==> src/sv/uxc_pkg.sv <==
`timescale 1ns / 1ps
`default_nettype none

package uxc_pkg;

  // Operation codes carried in the opcode field
  localparam logic [1:0] OP_UTF8_DEC  = 2'd0;
  localparam logic [1:0] OP_UTF8_ENC  = 2'd1;
  localparam logic [1:0] OP_UTF16_DEC = 2'd2;
  localparam logic [1:0] OP_UTF16_ENC = 2'd3;

  localparam int POINT_W = 21;
  localparam int BYTE_W  = 8;
  localparam int UNIT_W  = 16;
  localparam int COUNT_W = 3;

  // Surrogate prefixes (top six bits of a UTF-16 unit)
  localparam logic [5:0] HI_SURR_TAG = 6'b110110;
  localparam logic [5:0] LO_SURR_TAG = 6'b110111;

  // Offset of the supplementary planes
  localparam logic [POINT_W-1:0] SUPP_BASE = 21'h10000;

  typedef struct packed {
    logic [1:0]         opcode;
    logic [BYTE_W-1:0]  utf8_in_0;
    logic [BYTE_W-1:0]  utf8_in_1;
    logic [BYTE_W-1:0]  utf8_in_2;
    logic [BYTE_W-1:0]  utf8_in_3;
    logic [UNIT_W-1:0]  utf16_in_0;
    logic [UNIT_W-1:0]  utf16_in_1;
    logic [POINT_W-1:0] point_in;
  } req_item_t;

  typedef struct packed {
    logic [POINT_W-1:0] point_out;
    logic [BYTE_W-1:0]  utf8_out_0;
    logic [BYTE_W-1:0]  utf8_out_1;
    logic [BYTE_W-1:0]  utf8_out_2;
    logic [BYTE_W-1:0]  utf8_out_3;
    logic [UNIT_W-1:0]  utf16_out_0;
    logic [UNIT_W-1:0]  utf16_out_1;
    logic [COUNT_W-1:0] unit_count;
  } rsp_item_t;

  // Load strobes from the pipeline control to the data registers
  typedef struct packed {
    logic s1_load;
    logic s2_load;
  } pipe_ctl_t;

endpackage

`default_nettype wire

==> src/sv/uxc_convert.sv <==
`timescale 1ns / 1ps
`default_nettype none

module uxc_convert (
  input  uxc_pkg::req_item_t req,
  output uxc_pkg::rsp_item_t rsp
);
  import uxc_pkg::*;

  logic [BYTE_W-1:0]  b0;
  logic [5:0]         b1;
  logic [5:0]         b2;
  logic [5:0]         b3;
  logic [POINT_W-1:0] p;
  logic [19:0]        supp;

  assign b0   = req.utf8_in_0;
  assign b1   = req.utf8_in_1[5:0];
  assign b2   = req.utf8_in_2[5:0];
  assign b3   = req.utf8_in_3[5:0];
  assign p    = req.point_in;
  // Offset into the supplementary planes, wrapped to 20 bits
  assign supp = p[19:0] - SUPP_BASE[19:0];

  always_comb begin
    rsp = '0;
    unique case (req.opcode)
      OP_UTF8_DEC: begin
        if (!b0[7]) begin
          rsp.point_out  = {13'd0, b0};
          rsp.unit_count = 3'd1;
        end else if (b0[7:5] == 3'b110) begin
          rsp.point_out  = {10'd0, b0[4:0], b1};
          rsp.unit_count = 3'd2;
        end else if (b0[7:4] == 4'b1110) begin
          rsp.point_out  = {5'd0, b0[3:0], b1, b2};
          rsp.unit_count = 3'd3;
        end else begin
          // any other lead byte is read as a four-byte lead
          rsp.point_out  = {b0[2:0], b1, b2, b3};
          rsp.unit_count = 3'd4;
        end
      end
      OP_UTF8_ENC: begin
        if (p[20:7] == '0) begin
          rsp.utf8_out_0 = p[7:0];
          rsp.unit_count = 3'd1;
        end else if (p[20:11] == '0) begin
          rsp.utf8_out_0 = {3'b110, p[10:6]};
          rsp.utf8_out_1 = {2'b10, p[5:0]};
          rsp.unit_count = 3'd2;
        end else if (p[20:16] == '0) begin
          rsp.utf8_out_0 = {4'b1110, p[15:12]};
          rsp.utf8_out_1 = {2'b10, p[11:6]};
          rsp.utf8_out_2 = {2'b10, p[5:0]};
          rsp.unit_count = 3'd3;
        end else begin
          rsp.utf8_out_0 = {5'b11110, p[20:18]};
          rsp.utf8_out_1 = {2'b10, p[17:12]};
          rsp.utf8_out_2 = {2'b10, p[11:6]};
          rsp.utf8_out_3 = {2'b10, p[5:0]};
          rsp.unit_count = 3'd4;
        end
      end
      OP_UTF16_DEC: begin
        if (req.utf16_in_0[15:10] == HI_SURR_TAG) begin
          rsp.point_out  = SUPP_BASE
                         + {1'b0, req.utf16_in_0[9:0], req.utf16_in_1[9:0]};
          rsp.unit_count = 3'd2;
        end else begin
          rsp.point_out  = {5'd0, req.utf16_in_0};
          rsp.unit_count = 3'd1;
        end
      end
      OP_UTF16_ENC: begin
        if (p[20:16] == '0) begin
          rsp.utf16_out_0 = p[15:0];
          rsp.unit_count  = 3'd1;
        end else begin
          rsp.utf16_out_0 = {HI_SURR_TAG, supp[19:10]};
          rsp.utf16_out_1 = {LO_SURR_TAG, supp[9:0]};
          rsp.unit_count  = 3'd2;
        end
      end
      default: rsp = '0;
    endcase
  end

endmodule

`default_nettype wire

==> src/sv/uxc_pipe_ctrl.sv <==
`timescale 1ns / 1ps
`default_nettype none

module uxc_pipe_ctrl (
  input  logic               clk,
  input  logic               rst,
  input  logic               req_valid,
  output logic               req_stall,
  output logic               rsp_valid,
  input  logic               rsp_stall,
  output uxc_pkg::pipe_ctl_t ctl
);
  import uxc_pkg::*;

  logic s1_valid;
  logic s1_valid_next;
  logic s2_valid;
  logic s2_valid_next;
  logic s2_ready;
  logic s1_ready;
  logic rsp_take;
  logic s1_load;
  logic s2_load;

  assign rsp_valid = s2_valid;
  assign rsp_take  = s2_valid && !rsp_stall;
  assign s2_ready  = !s2_valid || !rsp_stall;
  assign s2_load   = s1_valid && s2_ready;
  assign s1_ready  = !s1_valid || s2_ready;
  assign req_stall = !s1_ready;
  assign s1_load   = req_valid && s1_ready;
  assign ctl       = '{s1_load: s1_load, s2_load: s2_load};

  always_comb begin
    s1_valid_next = s1_valid;
    if (s1_load) begin
      s1_valid_next = 1'b1;
    end else if (s2_load) begin
      s1_valid_next = 1'b0;
    end
    s2_valid_next = s2_valid;
    if (s2_load) begin
      s2_valid_next = 1'b1;
    end else if (rsp_take) begin
      s2_valid_next = 1'b0;
    end
  end

  always_ff @(posedge clk) begin
    if (rst) begin
      s1_valid <= 1'b0;
      s2_valid <= 1'b0;
    end else begin
      s1_valid <= s1_valid_next;
      s2_valid <= s2_valid_next;
    end
  end

  // Stall upstream only while the input stage holds an item that cannot move
  a_stall_only_when_full: assert property (@(posedge clk) disable iff (rst)
    req_stall |-> (s1_valid && s2_valid && rsp_stall))
    else $error("input stalled with room in the pipeline");

  // Never load the result register from an empty input stage
  a_s2_load_from_full: assert property (@(posedge clk) disable iff (rst)
    s2_load |-> s1_valid)
    else $error("result register loaded from an empty stage");

  // An item held in the input stage is not dropped
  a_s1_no_drop: assert property (@(posedge clk) disable iff (rst)
    (s1_valid && !s2_load) |=> s1_valid)
    else $error("input stage item lost");

  // A result not taken downstream stays presented
  a_s2_no_drop: assert property (@(posedge clk) disable iff (rst)
    (s2_valid && rsp_stall) |=> (s2_valid && !$past(s2_load)))
    else $error("stalled result overwritten or lost");

endmodule

`default_nettype wire

==> src/sv/unicode_utf8_utf16_transcoder.sv <==
`timescale 1ns / 1ps
`default_nettype none

// UTF-8 / UTF-16 code point transcoder. Each beat on the req channel carries an
// opcode (UTF-8 decode, UTF-8 encode, UTF-16 decode, UTF-16 encode) and all
// operand fields; each produces exactly one beat on the rsp channel with the
// decoded code point or the encoded bytes/units, plus the number of bytes or
// units consumed or produced. Fields an operation does not produce read zero.
// Continuation bytes and trailing low surrogates are not validated; any UTF-8
// lead byte that is not a 1, 2 or 3 byte lead is taken as a four-byte lead, and
// UTF-16 encode of points above 0x10FFFF wraps in 20 bits. A req beat passes
// one input register, the conversion logic, and one result register, which
// drives rsp_valid. Throughput is one beat per clock while rsp_stall is low;
// req_stall rises only when both registers are full and rsp_stall is high.
module unicode_utf8_utf16_transcoder (
  input  logic               clk,
  input  logic               rst,
  input  logic               req_valid,
  output logic               req_stall,
  input  uxc_pkg::req_item_t req_item,
  output logic               rsp_valid,
  input  logic               rsp_stall,
  output uxc_pkg::rsp_item_t rsp_item
);
  import uxc_pkg::*;

  pipe_ctl_t ctl;
  req_item_t in_reg;
  rsp_item_t conv;
  rsp_item_t out_reg;

  // Handshake control for the two register stages
  uxc_pipe_ctrl u_ctrl (
    .clk       (clk),
    .rst       (rst),
    .req_valid (req_valid),
    .req_stall (req_stall),
    .rsp_valid (rsp_valid),
    .rsp_stall (rsp_stall),
    .ctl       (ctl)
  );

  // Capture the operand beat; hold it while the result stage is blocked
  always_ff @(posedge clk) begin
    if (ctl.s1_load) begin
      in_reg <= req_item;
    end
  end

  // All four conversions are combinational logic between the two registers
  uxc_convert u_convert (
    .req (in_reg),
    .rsp (conv)
  );

  // Result register; hold the beat steady while the consumer stalls
  always_ff @(posedge clk) begin
    if (ctl.s2_load) begin
      out_reg <= conv;
    end
  end

  assign rsp_item = out_reg;

endmodule

`default_nettype wire

==> config.mk <==
export PLATFORM = sky130hd
export DESIGN_NAME = unicode_utf8_utf16_transcoder
export DESIGN_NICKNAME = d
export VERILOG_FILES = /design/src/sv/uxc_pkg.sv /design/src/sv/uxc_convert.sv /design/src/sv/uxc_pipe_ctrl.sv /design/src/sv/unicode_utf8_utf16_transcoder.sv
export SDC_FILE = /design/constraint.sdc
export NUM_CORES = 1
export LEC_CHECK = 0
export BUFFER_PORTS_ARGS = -buffer_cell sky130_fd_sc_hd__buf_4
export CAP_MARGIN = 25
export CORE_ASPECT_RATIO = 0.9
export CORE_MARGIN = 4
export CORE_UTILIZATION = 48
export DETAILED_ROUTE_END_ITERATION = 8
export GPL_TIMING_DRIVEN = 1
export HOLD_SLACK_MARGIN = 0.08
export PLACE_DENSITY = 0.87
export SLEW_MARGIN = 20
export SYNTH_ARGS = -nofsm -noshare
export SYNTH_HDL_FRONTEND = slang
export SYNTH_HIERARCHICAL = 1
export SYNTH_SLANG_ARGS = --single-unit
==> constraint.sdc <==
create_clock -name clk -period 2.1 [get_ports clk]
set_input_delay 0.21 -clock clk [delete_from_list [all_inputs] [get_ports clk]]
set_output_delay 0.21 -clock clk [all_outputs]
set_load 0.1 [all_outputs]
# After elaboration in Yosys (flattened, before gate mapping)
# Cells that the tools add are included.
# word_totals
in_bits,91
word_cells,76
register_bits,165
# op_classes
n_addsub,2
reduce_logical,20
eq_ne,6
muxes,24
n_bitwise,2
# ops
op,n
2-to-1 mux 21 bit,5
2-to-1 mux 16 bit,3
one-hot mux 21 bit (2 select lines),1
"adder 17 x 20 -> 21 bit, first input constant",1
"subtractor 20 x 17 -> 20 bit, second input constant",1
2-to-1 mux 3 bit,6
2-to-1 mux 8 bit,2
zero test 14 bit,1
one-hot mux 3 bit (4 select lines),1
zero test 10 bit,1
"== test 6 bit, second input constant",1
zero test 5 bit,1
"== test 2 bit, second input constant",2
"== test 4 bit, second input constant",1
zero test 1 bit,4
2-to-1 mux 1 bit,4
2-to-1 mux 2 bit,2
nonzero test 2 bit,2
OR reduction 2 bit,2
OR reduction 4 bit,1
"== test 3 bit, second input constant",1
logical AND 1 bit,3
OR reduction 3 bit,1
"== test 2 x 1 -> 1 bit, second input constant",1
other kinds (4),6

# Depth between registers and ports, before layout
# logic_depth
word_depth,5
ltp_mapped,7

# Cells and area by module
# Netlist, hierarchy kept.
# modules_own_cells
module,area_per_inst_um2,cells_each,instances,seq_area_each_um2
unicode_utf8_utf16_transcoder,5255.0,175,1,5255.0
uxc_convert,1790.5,282,1,0.0
uxc_pipe_ctrl,101.3,12,1,40.0

# Least setup slack after synthesis
# No wires, ideal clock.
# synth_timing
path_type,register to register
startpoint,"register u_ctrl.s2_valid, in the netlist u_ctrl/rsp_valid"
endpoint,"register in_reg[0] (netlist name), enable pin"
stages_incl_launch_ff,5
required_time_ns,1.751
path_slack_ns,-0.526
arrival_time_ns,2.277
period_less_slack_ns,2.626
cell_sequence,dfxtp_1 -> nand3_2 -> inv_1 -> nor2_1 -> buf_4
# synth_via
elab_chain_cells,4
# synth_lines
item,line_no,rtl
from (decl),uxc_pipe_ctrl.sv:17,logic s2_valid;
from (signal assigned),uxc_pipe_ctrl.sv:55,s2_valid <= s2_valid_next;
zero test 1 bit,uxc_pipe_ctrl.sv:27,assign s2_ready = !s2_valid || !rsp_stall;
logical OR 1 bit,uxc_pipe_ctrl.sv:27,
logical OR 1 bit,uxc_pipe_ctrl.sv:29,assign s1_ready = !s1_valid || s2_ready;
logical AND 1 bit,uxc_pipe_ctrl.sv:31,assign s1_load = req_valid && s1_ready;
named net u_ctrl.s1_load,uxc_pipe_ctrl.sv:22,logic s1_load;
to (signal assigned),unicode_utf8_utf16_transcoder.sv:46,in_reg <= req_item;
to (decl),unicode_utf8_utf16_transcoder.sv:28,req_item_t in_reg;
# The timed path passes the listed nets, and every way through them passes these cells.
# A chain may end at the register's enable or synchronous reset.

# Final worst setup path
# layout_timing
startpoint,register in_reg[20] (netlist name)
endpoint,"register out_reg, in the netlist rsp_item[51] (data pin)"
# layout_via
elab_chain_cells,3
# layout_lines
item,line_no,rtl
zero test 5 bit,uxc_convert.sv:52,end else if (p[20:16] == '0) begin
2-to-1 mux 21 bit,uxc_convert.sv:52,
2-to-1 mux 16 bit,uxc_convert.sv:48,end else if (p[20:11] == '0) begin
to (signal assigned),unicode_utf8_utf16_transcoder.sv:59,out_reg <= conv;
to (decl),unicode_utf8_utf16_transcoder.sv:30,rsp_item_t out_reg;
# Parallel ways exist; a longest one is shown, timed or not.

==> reports/qor.yml <==
drt_iter0_drc: 858
grt.met3_usage_pct: 7.280
core_area_mm2: 0.01361
power_w: 0.008262
largest_reg_flops: 88
area_delta_synth_final_pct: 45.39
layout-drive-gt1-share_pct: 35.78
met1_usage_pct: 29.48
avgSynthCellArea_um2: 14.85
post_drt_via_cell_ratio: 5.668
hp-class: "input pin to flop"
comb_power_share_pct: 17.5
crit_chain: "or4_4, or3_4, o21ai_4, inv_2, o211a_1"
hpwlAfterDp_mm: 12.57
wirelength_mm: 20.28
crit_type: "flop to flop"
layout_min_cycle_time_ps: 2052
cts_tree: "done"
yosysWarnings: 6
clock_path_buffers: 2
irDropWorstVdd_mv: 0.5945
grtUsageMet2_pct: 43.21
worst_pin_slew_ps: 728.2
reg2reg_setup_slack_ps: 50
die_area_mm2: 0.01611
antenna_found_initial: 0
finalSetupTns_ps: 0
setup-violations-final: 0
critical_path_peak_fanout: 6
ios: 181
p_sw_share_pct: 28.73
critical-path-slowest-cell: "or4_4"
drv_cap: 0
die_w_um: 133.3
power_switching_w: 0.002374
port_buffers: 168
vias: 5317
utilization_pct: 72.48
clockPowerShare_pct: 34.7
crit_buf_inv: 1
maxSlewViolCount: 0
grt.busiest_layer: "met2"
seq_power_share_pct: 47.8
finalHoldWorstSlack_ps: 500.1
gp_congestion: 0.9158
layout.nets: 831
diodes: 0
grt_pass1_vias: 5340
clkLatencyLatePin_ps: 430
drc: 0
grt_max_degree: 76
start_util_pct: 49.85
required_ps: 2270
cts_root_buf: "clkbuf_16"
grt_pass1_wl_mm: 30.31
row_count: 40
track_usage_pct: 25.18
dr.pass1.iters: 6
htreeDepth: 4
p_int_w: 0.005889
place_inst: 825
cp-start-kind: "flop"
finalNonFillerCells: 938
max_freq_mhz: 487.4
p_leak_nw: 3.827
status: "completed"
maxSlewHeadroom_pct: 51.08
clkTransAtPathRegs_ps: 60
wire_per_inst_um: 21.62
hold_viol_final: 0
numCtsBuffers: 17
slowest_delay_ps: 570
synth_cells: 457
fin_crit_sh_pct: 97.70
syn_area_mm2: 0.006787
ant_nets: 0
finClkSkew_ps: 15.89
numClockSinks: 165
p_per_area_mw_per_mm2: 837.4
grt_overflow_total: 0
rsz0062_at_grt: "false"
fillers: 831
die_y_um: 120.8
worst_ep_arrival_time_ps: 2220
worst_setup_path_end_kind: "flop"
path_delay_family: "simple AND/OR/NAND/NOR gates"
==> per-layer routing <==
metal	vias to the layer above	wire length, µm
met5	-	0
met3	64	2184
li1	2305	-
met1	2505	7192
met2	443	10240
met4	0	667
==> worst register-to-register path, delay by kind of cell, from the launching register on <==
family,cells,cell delay [ps]
buffers and inverters,1,60
and+or+nand+nor,2,950
AOI/OAI and AO/OA,2,410
DFF,1,380
==> final timing paths <==
check                                from                             to  cells past startpoint
max reg2reg          in_reg[20]$_DFFE_PP_         rsp_item[51]$_DFFE_PP_                      5
max                  in_reg[20]$_DFFE_PP_         rsp_item[51]$_DFFE_PP_                      5
min                          req_item[41]           in_reg[41]$_DFFE_PP_                      2
min reg2reg  u_ctrl/s1_valid$_SDFFE_PP0P_  u_ctrl/rsp_valid$_SDFFE_PP0P_                      2
==> cells in the final DEF, fill, tap and decap left out, drive strengths merged, types with 11 or more instances in the layout <==
master	instances
a21oi	34
buf	212
o21ai	16
nand3	11
and2	16
edfxtp	163
dlygate4sd3	78
o22ai	13
nor2	21
nand2	37
inv	13
mux2i	19
clkbuf	20
==> power by group through the flow <==
stage	Combinational, W	Clock (W)	Sequential (W)
floorplan	0.000264	0	0.00461
global placement	0.00126	0	0.00400
detailed placement	0.00129	0	0.00401
CTS	0.00141	0.00286	0.00394
global route	0.00149	0.00303	0.00396
finish	0.00145	0.00287	0.00395
==> metrics by stage <==
step	setup WS [ps]	cell area (µm²)
6_report	48.27	9867
5_1_grt	11.18	9867
4_1_cts	-1.739	9804
3_5_place_dp	-0.6644	8488
3_3_place_gp	68.12	8488
2_1_floorplan	19.66	6815
==> area by class of cell <==
| cell class | count | area, µm² | area share, % |
|---|---|---|---|
| Sequential cell | 165 | 4936 | 50.03 |
| Timing Repair Buffer | 290 | 2446 | 24.79 |
| Multi-Input combinational cell | 250 | 1673 | 16.95 |
| Clock buffer | 20 | 436.7 | 4.426 |
| Tap cell | 189 | 236.5 | 2.397 |
| Clock inverter | 11 | 86.33 | 0.8750 |
| Inverter | 13 | 52.55 | 0.5326 |
==> repair_timing <==
item	in CTS	in global routing
resized for setup	2	9
pin swaps	0	3
hold buffers	78	0
cloned	0	0
setup buffers	0	4
setup endpoints to repair	1	28
hold endpoints to repair	77	0
Note: power is estimated with default switching activity, not from simulation.
